### config.mk
export PLATFORM = sky130hd
export DESIGN_NAME = qpv_mul
export DESIGN_NICKNAME = d
export VERILOG_FILES = /design/src/qpv_pkg.sv /design/src/qpv_mul.sv
export SDC_FILE = /design/constraint.sdc
export NUM_CORES = 2
export LEC_CHECK = 0
export BUFFER_PORTS_ARGS = -buffer_cell sky130_fd_sc_hd__buf_2
export CELL_PAD_IN_SITES_DETAIL_PLACEMENT = 1
export CELL_PAD_IN_SITES_GLOBAL_PLACEMENT = 2
export CORE_AREA = 2 2 315 317
export DETAILED_ROUTE_END_ITERATION = 16
export DIE_AREA = 0 0 317 319
export PLACE_DENSITY_LB_ADDON = 0.1
export SYNTH_ARGS = -nofsm -noshare
export SYNTH_HDL_FRONTEND = slang
export SYNTH_SLANG_ARGS = --single-unit
### constraint.sdc
create_clock -name aclk -period 25.7 [get_ports aclk]
set_input_delay 2.57 -clock aclk [delete_from_list [all_inputs] [get_ports aclk]]
set_output_delay 2.57 -clock aclk [all_outputs]
set_load 0.02 [all_outputs]
### src/qpv_pkg.sv
// ----------------------------------------------------------------------------
// qpv_pkg
// Shared types and constants of the quadratic peak vertex fit.
// ----------------------------------------------------------------------------
`default_nettype none

package qpv_pkg;

    localparam int MAX_POINTS    = 64;
    localparam int POSITION_BITS = 12;
    localparam int FRACTION_BITS = 8;

    localparam int POS_W   = 12;
    localparam int AMP_W   = 16;
    localparam int VERT_W  = 24;
    localparam int STAT_W  = 2;
    localparam int COUNT_W = 7;
    localparam int SX_W    = 18;
    localparam int SX2_W   = 30;
    localparam int SX3_W   = 42;
    localparam int SX4_W   = 54;
    localparam int SY_W    = 22;
    localparam int SXY_W   = 34;
    localparam int SX2Y_W  = 46;
    localparam int WIDE_W  = 128;
    localparam int LIMB_W  = 32;
    localparam int MOP_W   = 33;
    localparam int PROD_W  = 66;
    localparam int NTERMS  = 12;

    localparam logic [STAT_W-1:0] ST_OK    = 2'd0;
    localparam logic [STAT_W-1:0] ST_DEGEN = 2'd1;
    localparam logic [STAT_W-1:0] ST_SAT   = 2'd2;

    localparam logic [LIMB_W-1:0] VMAX_POS = 32'd8388607;
    localparam logic [LIMB_W-1:0] VMAX_NEG = 32'd8388608;

    typedef logic [WIDE_W-1:0] wide_t;
    typedef logic signed [MOP_W-1:0] mop_t;
    typedef logic signed [PROD_W-1:0] prod_t;

    typedef struct packed {
        logic [POS_W-1:0]        peak_position;
        logic signed [AMP_W-1:0] peak_amplitude;
        logic                    last_point;
    } in_word_t;

    typedef struct packed {
        logic signed [VERT_W-1:0] vertex_position;
        logic [STAT_W-1:0]        fit_status;
    } out_word_t;

    typedef enum logic [2:0] {
        SRC_N, SRC_SX, SRC_SX2, SRC_SX3, SRC_SX4, SRC_SY, SRC_SXY, SRC_SX2Y
    } src_t;

    localparam src_t TERM_A [NTERMS] = '{SRC_N, SRC_N, SRC_SY, SRC_SY, SRC_SX2, SRC_SX2,
                                         SRC_N, SRC_N, SRC_SX, SRC_SX, SRC_SY, SRC_SY};
    localparam src_t TERM_B [NTERMS] = '{SRC_SXY, SRC_SX3, SRC_SX, SRC_SX3, SRC_SX, SRC_SXY,
                                         SRC_SX2, SRC_SXY, SRC_SX, SRC_SXY, SRC_SX, SRC_SX2};
    localparam src_t TERM_C [NTERMS] = '{SRC_SX4, SRC_SX2Y, SRC_SX4, SRC_SX2, SRC_SX2Y,
                                         SRC_SX2, SRC_SX2Y, SRC_SX3, SRC_SX2Y, SRC_SX2,
                                         SRC_SX3, SRC_SX2};
    localparam logic TERM_NEG [NTERMS] = '{1'b0, 1'b1, 1'b1, 1'b0, 1'b0, 1'b1,
                                           1'b0, 1'b1, 1'b1, 1'b0, 1'b0, 1'b1};

endpackage

`default_nettype wire

### src/qpv_mul.sv
// ----------------------------------------------------------------------------
// qpv_mul
// Shared signed 33 by 33 multiplier with a registered product.
// ----------------------------------------------------------------------------
`default_nettype none

module qpv_mul (
    input  wire logic          aclk,
    input  wire qpv_pkg::mop_t a,
    input  wire qpv_pkg::mop_t b,
    output qpv_pkg::prod_t     p
);

    qpv_pkg::prod_t p_reg;

    always_ff @(posedge aclk) begin
        p_reg <= a * b;
    end

    assign p = p_reg;

endmodule

`default_nettype wire

==> key figures <==
Run status
  – Outcome: completed

Global route
  – First-pass GRT wire length: 206,000 µm
  – GR Overflow Total: 0
  – Pin count of the biggest net entering global routing: 34
  – Total Routing Usage GR: 0.275
  – Vias in the first global route: 33,100
  – Antenna violations before repair: 7

Setup path
  – Crit path from: a[32]
  – Crit path top cell by count: fa_1
  – CP max stage delay: 1.25 ns
  – WP buf/inv: 6
  – Chain of cells forming the critical path: buf_2 -> nand2_1 -> inv_1 -> fa_1 -> fa_1 -> inv_1 -> fa_1 -> inv_1 -> fa_1 -> fa_1 -> fa_1 -> fa_1 -> inv_1 -> fa_1 -> inv_1 -> ha_1 -> and3_1 -> nand3_1 -> nand2b_1 -> nor2_1 -> a211oi_4 -> a21oi_2 -> nor4b_2 -> a311oi_1
  – WS Path Type: input pin to flop
  – Crit path capture type: flop
  – CP arrival: 10.94 ns
  – CP max stage cell: fa_1
  – CP Data Required Time: 25.96 ns
  – Cell family with most CP delay: adder cells
  – Startpoint Class: input pin
  – Worst Path Max Fanout: 33

Hold path
  – Worst Hold End: p[0]
  – Hold Crit Depth: 3
  – Min-delay src: a[0]
  – Hold WC Path Type: input pin to flop

Synth
  – Number of synthesized register bits: between 60 and 70
  – Yosys cell types: 80
  – Register area share after synthesis: 0.0324
  – EDFF count, synth: 0
  – Mapped Avg Cell Area: 9.39 µm²
  – Cell area after synthesis: ~0.041 mm²
  – Ys flop type: dfxtp_1
  – Ys Warns: 0
  – Synth Instances: 4,338
  – Async set-reset flop share out of synthesis: 0
  – Syn nets: ~5,800

Layout
  – Area growth from synthesis to layout: 4.55%
  – Layout cells sized above 1: 0.0478
  – Multi-input logic area: between 0.03 and 0.04 mm²
  – FF/Latch Area: 0.00132 mm²
  – NumNets Final: 5,709
  – Max reg flops: between 60 and 70
  – Fin util: 0.436
  – Fill count: 11,200

Flow run
  – Max cap viols: 0

Clocking
  – Post-CTS Setup Inserts: 0
  – Post-CTS Hold Buffers: 0
  – Clk root buf: clkbuf_16
  – Clock slew seen by the registers of the worst setup and hold paths: about 0.09 ns
  – TritonCTS Buffers: 9
  – H-tree depth: 3
  – # clock sinks: 66
  – TritonCTS clock tree: done
  – CTS resizes: 0
  – Buffer depth of the longest clock path: 2

Routing
  – Via Count: about 28,000
  – Post-Route WL: 131,000 µm
  – Total iterations of the first detailed-routing run: 5
  – Vias per inst: 5.07
  – Met3 WL: 3150 µm
  – Initial DRC Count: 1,138
  – Met2 wire length: between 60,000 and 70,000 µm
  – DR top layer: met5
  – WL met1: 53,800 µm
  – Drt wl/cell: around 23 µm
  – Post-route DRC violation count: 0
  – Post-DRT Antenna Nets: 0

Timing
  – Max-slew violations: 0
  – Post-route setup TNS: 0 ns
  – Worst slew pin tran: 1.11 ns
  – Final period util: 0.415
  – Tmin final: 10.68 ns
  – RSZ-0062 raised after global routing: false
  – Maximum clock frequency: 0.0936 GHz
  – Hold Vio Cnt, Final: 0
  – Final number of setup-violating endpoints: 0
  – Slew headroom: 0.257

Placed design
  – Port bufs: around 130
  – Dpl hpwl: 108,000 µm
  – Final GP Congestion: between 0.8 and 0.9

Die
  – CORE AREA: 0.0977 mm²
  – Die Y: 319 µm
  – Initial Util: 0.417
  – Die W: 317 µm
  – Die ar.: 0.101 mm²
  – Boundary pin count: between 100 and 150
  – Row count: approximately 120
## cells in the final DEF, fill, tap and decap left out, drive strengths merged, types with 7 or more instances in the layout
master  count
a21oi      61
nor3        7
o21bai     11
nand2b     12
and2      563
nor2       68
buf       152
nand4      12
a211oi     11
ha        217
clkbuf      9
nand3      26
xnor2      43
a31oi       9
o21ai      33
dfxtp      66
inv      1133
fa       1145
nand2     551
xor2       25
o31ai       7
a21o       38
## metal layers
layer	up-vias	global-route usage
met2	491	0.485
met3	179	0.0210
met1	15400	0.349
met5	-	0
li1	12200	-
met4	6	0.105
## worst min-delay path, delay by kind of cell
kind,cells,cell delay (ns)
buffers and inverters,2,0.37
and+or+nand+nor,1,0.28
## how the worst max path moves through the flow
stage	endpoint	depth (start not counted)
2_1_floorplan	p[62]	23
3_3_place_gp	p[58]	22
3_5_place_dp	p[58]	24
4_1_cts	p[58]	24
5_1_grt	p[58]	24
6_report	p[58]	24
## synthesized netlist by cell type, types with 3 or more instances
cell | instances | area, µm²
a211o_1 | 6 | 52.6
and3_1 | 5 | 31.3
nand2b_1 | 12 | 75.1
nor3_1 | 7 | 35.0
a211oi_2 | 3 | 37.5
ha_1 | 217 | 2720
a31oi_1 | 8 | 50.1
a21oi_1 | 57 | 285
nand2_1 | 551 | 2070
o21bai_1 | 11 | 82.6
o21a_1 | 6 | 45.0
o31ai_4 | 3 | 63.8
and4_1 | 5 | 43.8
nand4_1 | 11 | 68.8
fa_1 | 1145 | 22900
a21o_1 | 36 | 270
clkbuf_1 | 208 | 781
xnor2_1 | 43 | 377
o211ai_1 | 4 | 30.0
a211oi_1 | 7 | 52.6
xor2_1 | 25 | 219
nand3_1 | 25 | 125
nor2b_1 | 5 | 31.3
a21oi_2 | 3 | 26.3
and2_1 | 562 | 3520
inv_1 | 1131 | 4250
buf_2 | 11 | 55.1
o21ai_1 | 6 | 30.0
o21ai_0 | 25 | 125
dfxtp_1 | 66 | 1320
or3_1 | 3 | 18.8
nor2_1 | 68 | 255
or2_2 | 3 | 18.8
## through the flow
stage | cells | area [µm²] | setup slack, ns | hold slack (ns)
2_1_floorplan | 4338 | 40700 | 15.89 | 2.70
3_5_place_dp | 5556 | 42300 | 14.55 | 2.99
6_report | 5573 | 42600 | 15.02 | 2.88
4_1_cts | 5572 | 42600 | 14.94 | 2.86
3_3_place_gp | 5556 | 42300 | 14.53 | 2.98
5_1_grt | 5573 | 42600 | 14.58 | 2.89
## area by class of cell
cell class,count,share of cell area
multi-input cells,2920,0.806
inverters,1131,0.0997
well taps,1287,0.0378
flip-flops and latches,66,0.0310
repair buffers,152,0.0190
clock buffers,9,0.00529
clock inverters,7,0.00126
diodes,1,0.0000588
## kinds of logic after synthesis
logic type      Yosys count  share of synthesized area
buf+inv                1352                      0.125
xor+xnor                 68                     0.0146
simple gates           1271                      0.158
fa+ha+maj              1362                      0.629
compound gates          219                     0.0407
flops                    66                     0.0324
Power is left out: the tool's default activity adds up to more than one toggle a clock period on the data nets, which glitch-free logic cannot reach.
