$ cat src/qpv_pkg.sv
// ----------------------------------------------------------------------------
// qpv_pkg
// Shared types and constants of the quadratic peak vertex fit.
// ----------------------------------------------------------------------------
`default_nettype none

package qpv_pkg;

    localparam int MAX_POINTS    = 64;
    localparam int POSITION_BITS = 12;
    localparam int FRACTION_BITS = 8;

    localparam int POS_W   = 12;
    localparam int AMP_W   = 16;
    localparam int VERT_W  = 24;
    localparam int STAT_W  = 2;
    localparam int COUNT_W = 7;
    localparam int SX_W    = 18;
    localparam int SX2_W   = 30;
    localparam int SX3_W   = 42;
    localparam int SX4_W   = 54;
    localparam int SY_W    = 22;
    localparam int SXY_W   = 34;
    localparam int SX2Y_W  = 46;
    localparam int WIDE_W  = 128;
    localparam int LIMB_W  = 32;
    localparam int MOP_W   = 33;
    localparam int PROD_W  = 66;
    localparam int NTERMS  = 12;

    localparam logic [STAT_W-1:0] ST_OK    = 2'd0;
    localparam logic [STAT_W-1:0] ST_DEGEN = 2'd1;
    localparam logic [STAT_W-1:0] ST_SAT   = 2'd2;

    localparam logic [LIMB_W-1:0] VMAX_POS = 32'd8388607;
    localparam logic [LIMB_W-1:0] VMAX_NEG = 32'd8388608;

    typedef logic [WIDE_W-1:0] wide_t;
    typedef logic signed [MOP_W-1:0] mop_t;
    typedef logic signed [PROD_W-1:0] prod_t;

    typedef struct packed {
        logic [POS_W-1:0]        peak_position;
        logic signed [AMP_W-1:0] peak_amplitude;
        logic                    last_point;
    } in_word_t;

    typedef struct packed {
        logic signed [VERT_W-1:0] vertex_position;
        logic [STAT_W-1:0]        fit_status;
    } out_word_t;

    typedef enum logic [2:0] {
        SRC_N, SRC_SX, SRC_SX2, SRC_SX3, SRC_SX4, SRC_SY, SRC_SXY, SRC_SX2Y
    } src_t;

    localparam src_t TERM_A [NTERMS] = '{SRC_N, SRC_N, SRC_SY, SRC_SY, SRC_SX2, SRC_SX2,
                                         SRC_N, SRC_N, SRC_SX, SRC_SX, SRC_SY, SRC_SY};
    localparam src_t TERM_B [NTERMS] = '{SRC_SXY, SRC_SX3, SRC_SX, SRC_SX3, SRC_SX, SRC_SXY,
                                         SRC_SX2, SRC_SXY, SRC_SX, SRC_SXY, SRC_SX, SRC_SX2};
    localparam src_t TERM_C [NTERMS] = '{SRC_SX4, SRC_SX2Y, SRC_SX4, SRC_SX2, SRC_SX2Y,
                                         SRC_SX2, SRC_SX2Y, SRC_SX3, SRC_SX2Y, SRC_SX2,
                                         SRC_SX3, SRC_SX2};
    localparam logic TERM_NEG [NTERMS] = '{1'b0, 1'b1, 1'b1, 1'b0, 1'b0, 1'b1,
                                           1'b0, 1'b1, 1'b1, 1'b0, 1'b0, 1'b1};

endpackage

`default_nettype wire

$ cat src/qpv_div.sv
// ----------------------------------------------------------------------------
// qpv_div
// Restoring unsigned 128-bit divider, one quotient bit per cycle.
// ----------------------------------------------------------------------------
`default_nettype none

module qpv_div (
    input  wire logic           aclk,
    input  wire logic           aresetn,
    input  wire logic           start,
    input  wire qpv_pkg::wide_t num,
    input  wire qpv_pkg::wide_t den,
    output logic                done,
    output qpv_pkg::wide_t      quo
);

    qpv_pkg::wide_t num_reg;
    qpv_pkg::wide_t den_reg;
    qpv_pkg::wide_t rem_reg;
    qpv_pkg::wide_t quo_reg;
    logic [6:0]     cnt_reg;
    logic           busy_reg;
    logic           done_reg;
    qpv_pkg::wide_t rem_sh;

    assign rem_sh = {rem_reg[qpv_pkg::WIDE_W-2:0], num_reg[qpv_pkg::WIDE_W-1]};

    always_ff @(posedge aclk) begin
        if (!aresetn) begin
            busy_reg <= 1'b0;
            done_reg <= 1'b0;
            cnt_reg  <= '0;
        end else begin
            done_reg <= 1'b0;
            if (start) begin
                busy_reg <= 1'b1;
                cnt_reg  <= '1;
                num_reg  <= num;
                den_reg  <= den;
                rem_reg  <= '0;
                quo_reg  <= '0;
            end else if (busy_reg) begin
                num_reg <= {num_reg[qpv_pkg::WIDE_W-2:0], 1'b0};
                if (rem_sh >= den_reg) begin
                    rem_reg <= rem_sh - den_reg;
                    quo_reg <= {quo_reg[qpv_pkg::WIDE_W-2:0], 1'b1};
                end else begin
                    rem_reg <= rem_sh;
                    quo_reg <= {quo_reg[qpv_pkg::WIDE_W-2:0], 1'b0};
                end
                cnt_reg <= cnt_reg - 7'd1;
                if (cnt_reg == 7'd0) begin
                    busy_reg <= 1'b0;
                    done_reg <= 1'b1;
                end
            end
        end
    end

    assign done = done_reg;
    assign quo  = quo_reg;

endmodule

`default_nettype wire

$ cat config.mk
export PLATFORM = sky130hd
export DESIGN_NAME = qpv_div
export DESIGN_NICKNAME = d
export VERILOG_FILES = /design/src/qpv_pkg.sv /design/src/qpv_div.sv
export SDC_FILE = /design/constraint.sdc
export NUM_CORES = 1
export LEC_CHECK = 0
export ABC_CLOCK_PERIOD_IN_PS = 12200
export BUFFER_PORTS_ARGS = -buffer_cell sky130_fd_sc_hd__buf_2
export CAP_MARGIN = 20
export CORE_AREA = 5 5 275 277
export DETAILED_ROUTE_END_ITERATION = 6
export DIE_AREA = 0 0 280 282
export GPL_TIMING_DRIVEN = 0
export PLACE_DENSITY = 0.63
export SYNTH_ARGS = -nofsm -noshare
export SYNTH_HDL_FRONTEND = slang
export SYNTH_SLANG_ARGS = --single-unit
export TNS_END_PERCENT = 5
$ cat constraint.sdc
create_clock -name aclk -period 12.2 [get_ports aclk]
set_clock_uncertainty 0.15 [all_clocks]
set_input_delay 1.22 -clock aclk [delete_from_list [all_inputs] [get_ports aclk]]
set_output_delay 1.22 -clock aclk [all_outputs]
set_load 0.01 [all_outputs]
==> results_dict.tcl <==
set metrics [dict create \
    max-slew-margin-rel_pct 26.5 \
    grt_pass1_wl_um 129000 \
    synth_mux_area_share_pct 5.05 \
    dieArea_sq_um 79000 \
    drc 0 \
    wl_per_cell_um 20.7 \
    rsz0062_at_grt "false" \
    grt_max_degree 69 \
    synth_fp_nets 3031 \
    synth-edff-count 511 \
    portBuffers 385 \
    pin_count 388 \
    ys_seq_area_share_pct 54.0 \
    power_density_nw_per_um2 149 \
    synth-main-ff-cell "edfxtp_1" \
    synth_compound_area_share_pct 14.5 \
    final_nets 3485 \
    cts_buffers 59 \
    p_seq_share_pct 43.3 \
    path_class "reg -> reg" \
    slew_violations 0 \
    viasPerCell 5.32 \
    hold_path_end "num_reg[76]$_DFFE_PP_" \
    grt_pass1_vias 21946 \
    fin_cells 4107 \
    cts-hold-fix-buffers 0 \
    final_area_sq_um 34000 \
    area_delta_synth_final_pct 18.1 \
    cts.sinks 520 \
    synth_cells 2641 \
    hold_ws_ns 0.392 \
    hpwl_um 64500 \
    clockRootBuffer "clkbuf_16" \
    p_int_mw 3.53 \
    grtUsageTotal_pct 20.8 \
    tightestPinTransition_ns 1.10 \
    via_count 21845 \
    power_leakage_nw 13.4 \
    status "finished, final reports clean" \
    core_area_sq_um 72600 \
    setup_viol 0 \
    crit_fanout 5 \
    avgSynthCellArea_sq_um 10.9 \
    crit_required_ns 12.40 \
    gp_congestion 0.920 \
    peakVddDrop_v 0.000141 \
    cts_buffer_depth 3 \
    start_util_pct 39.6 \
    crit_path_start_kind "register" \
    h-tree-depth 2 \
    place_area_sq_um 32100 \
    row_count 99 \
    worstReg2RegStart "den_reg[0]$_DFFE_PP_" \
    synth_top_family_by_area "compound AO/OA/AOI/OAI gates" \
    timing.final.crit_share_pct 40.9 \
    p_switching_mw 1.55 \
    tns_ns 0 \
    r2r_slack_ns 7.21 \
    seq_area_sq_um 15500 \
    synth_xor_area_share_pct 3.63 \
    power_frac_comb_pct 23.0 \
    grt-ovfl-total 0 \
    r2r_end "rem_reg[104]$_SDFFCE_PP0P_" \
    die_x_um 280 \
    antenna_found_initial 31 \
    dp_cells 3993 \
    p_sw_share_pct 30.5 \
    ctsResizeCount 0 \
    min_path_type "reg -> reg" \
    fmax_mhz 200 \
    clock_latency_ns 0.64 \
    drive_gt1_share_pct 21.2 \
    synthAdderAreaFrac_pct 5.73 \
    hold_depth 1 \
    fillCellCount 6946 \
    multi_input_comb_area_sq_um 12000 \
    reg2reg_depth 14 \
    worstPathArrival_ns 5.20 \
    cts_tree "done" \
    clkSlewWorstSetupHoldPaths_ns 0.07 \
    final_hold_viol_count 0 \
    die_y_um 282 \
    drtIter0Drc 1514 \
    synthArstFlopShare_pct 0 \
    syn_area_sq_um 28700 \
    cap_violations 0 \
    fin_crit_ns 4.99 \
    synth_seq_cells 520 \
    routed_wl_um 85000 \
    synth.distinct_cells 81 \
    yosysWarnings 0 \
    cts_setup_buffers 0 \
    hp-start "num_reg[75]$_DFFE_PP_" \
    drt_pass1_iterations 7 \
    pwr-share-clk_pct 33.7 \
    crit_path_end_kind "register" \
    final_antenna_net_count 0 \
    synthSimpleGateAreaFrac_pct 12.8 \
]
[stage by stage]
step,util [%],setup WS [ns],power (mW)
floorplan,-,0.978,3.05
global placement,43.9,-4.21,3.42
detailed placement,44.2,7.27,3.39
CTS,46.8,7.21,5.12
global route,46.8,7.02,5.33
finish,46.8,7.21,5.07
[layout by cell type, fill, tap and decap left out, drive strengths merged, types with 5 or more instances in the layout]
cell type / Yosys / final
a211oi: 36 / 36
o21bai: 45 / 45
o21a: 19 / 19
nor2: 123 / 123
or4: 5 / 5
o211ai: 13 / 13
inv: 178 / 180
a21o: 61 / 61
dfxtp: 9 / 9
and2: 8 / 8
a31oi: 17 / 17
nor3: 26 / 26
or3: 11 / 11
a221oi: 6 / 6
and3: 8 / 8
clkbuf: 104 / 174
o31ai: 13 / 13
nand3: 30 / 30
or2: 5 / 5
ha: 130 / 130
nor4b: 6 / 6
a21boi: 12 / 12
o41ai: 5 / 5
buf: 29 / 422
clkinv: 0 / 30
a21oi: 276 / 276
o21ai: 123 / 123
nor2b: 137 / 137
mux2: 129 / 129
nand2: 312 / 312
xnor2: 79 / 79
diode: 0 / 7
nand2b: 14 / 14
nand4: 61 / 61
nor4: 11 / 11
edfxtp: 511 / 511
xor2: 40 / 40
[area by class of cell]
cell class	instances	area share, %
plain buffers	133	1.66
flip-flops and latches	520	45.7
multi-input cells	1810	35.3
well taps	959	3.53
diodes	7	0.0516
repair buffers	393	6.32
clock buffers	70	4.47
clock inverters	37	0.921
inverters	178	1.97
[worst max-delay path by stage]
stage,start,endpoint,slack (ns),cells past startpoint
after detailed placement,den_reg[0]$_DFFE_PP_,rem_reg[104]$_SDFFCE_PP0P_,7.27,14
after CTS,den_reg[0]$_DFFE_PP_,rem_reg[104]$_SDFFCE_PP0P_,7.21,14
after global routing,den_reg[0]$_DFFE_PP_,rem_reg[104]$_SDFFCE_PP0P_,7.02,14
final,den_reg[0]$_DFFE_PP_,rem_reg[104]$_SDFFCE_PP0P_,7.21,14
after global placement,start,num_reg[49]$_DFFE_PP_,-4.21,3
after floorplan,start,num_reg[0]$_SDFFCE_PN0P_,0.98,3
[worst max-delay path: stages (launching register included)]
cell      delay, ns
edfxtp_1       0.46
ha_1           0.25
fa_1           0.38
nand2b_1       0.19
a21oi_1        0.27
o211ai_1       0.28
a31oi_1        0.27
o21ai_1        0.14
a311oi_1       0.75
nor3b_2        0.18
o211ai_1       0.49
a21boi_1       0.18
o21ai_0        0.44
xnor2_1        0.19
o21ai_1        0.08
[metal layers]
| layer | GRT usage [%] | part of all wire [%] |
|---|---|---|
| met1 | 27.3 | 43 |
| met2 | 33.7 | 46 |
| met3 | 6.87 | 9.2 |
| met4 | 4.77 | 2.1 |
| met5 | 0 | 0.31 |
[power groups by stage]
stage                     combinational [mW]  sequential [mW]  clock (mW)
after floorplan                        0.795             2.25           0
after global placement                  1.14             2.28           0
after detailed placement                1.16             2.23           0
after CTS                               1.16             2.20        1.76
after global routing                    1.29             2.21        1.83
final                                   1.17             2.20        1.71
[logic make-up after synthesis]
family / Yosys count
AOI/OAI and AO/OA: 668
xor gates and xnor gates: 119
adders and majority gates: 131
buffers and inverters: 311
DFF: 520
muxes: 129
and+or+nand+nor: 763
[Yosys cell counts (4+ instances only)]
master    number  share of area (%)
a211oi_1      33               0.86
a21boi_0      10               0.26
a21o_1        61                1.6
a21oi_1      274                4.8
a221oi_1       6               0.18
a311oi_1       4               0.12
a31oi_1       17               0.37
and2_1         8               0.17
and3_1         8               0.17
buf_2         16               0.28
buf_4         11               0.29
clkbuf_1     101                1.3
dfxtp_1        9               0.63
edfxtp_1     511                 53
ha_1         130                5.7
inv_1        178                2.3
mux2_2       129                5.1
nand2_1      312                4.1
nand2b_1      14               0.30
nand3_1       29               0.50
nand4_1       60                1.3
nor2_1       122                1.6
nor2b_1      137                3.0
nor3_1        26               0.45
nor4_1        10               0.22
nor4b_1        5               0.15
o211ai_1      13               0.34
o21a_1        19               0.50
o21ai_0      117                2.0
o21ai_1        5              0.087
o21bai_1      45                1.2
o22ai_1        4              0.087
o31ai_1       10               0.26
o41ai_1        4               0.12
or2_2          4              0.087
or3_1         11               0.24
or4_1          5               0.13
xnor2_1       79                2.4
xor2_1        40                1.2
Power figures use the tool's default switching activity.
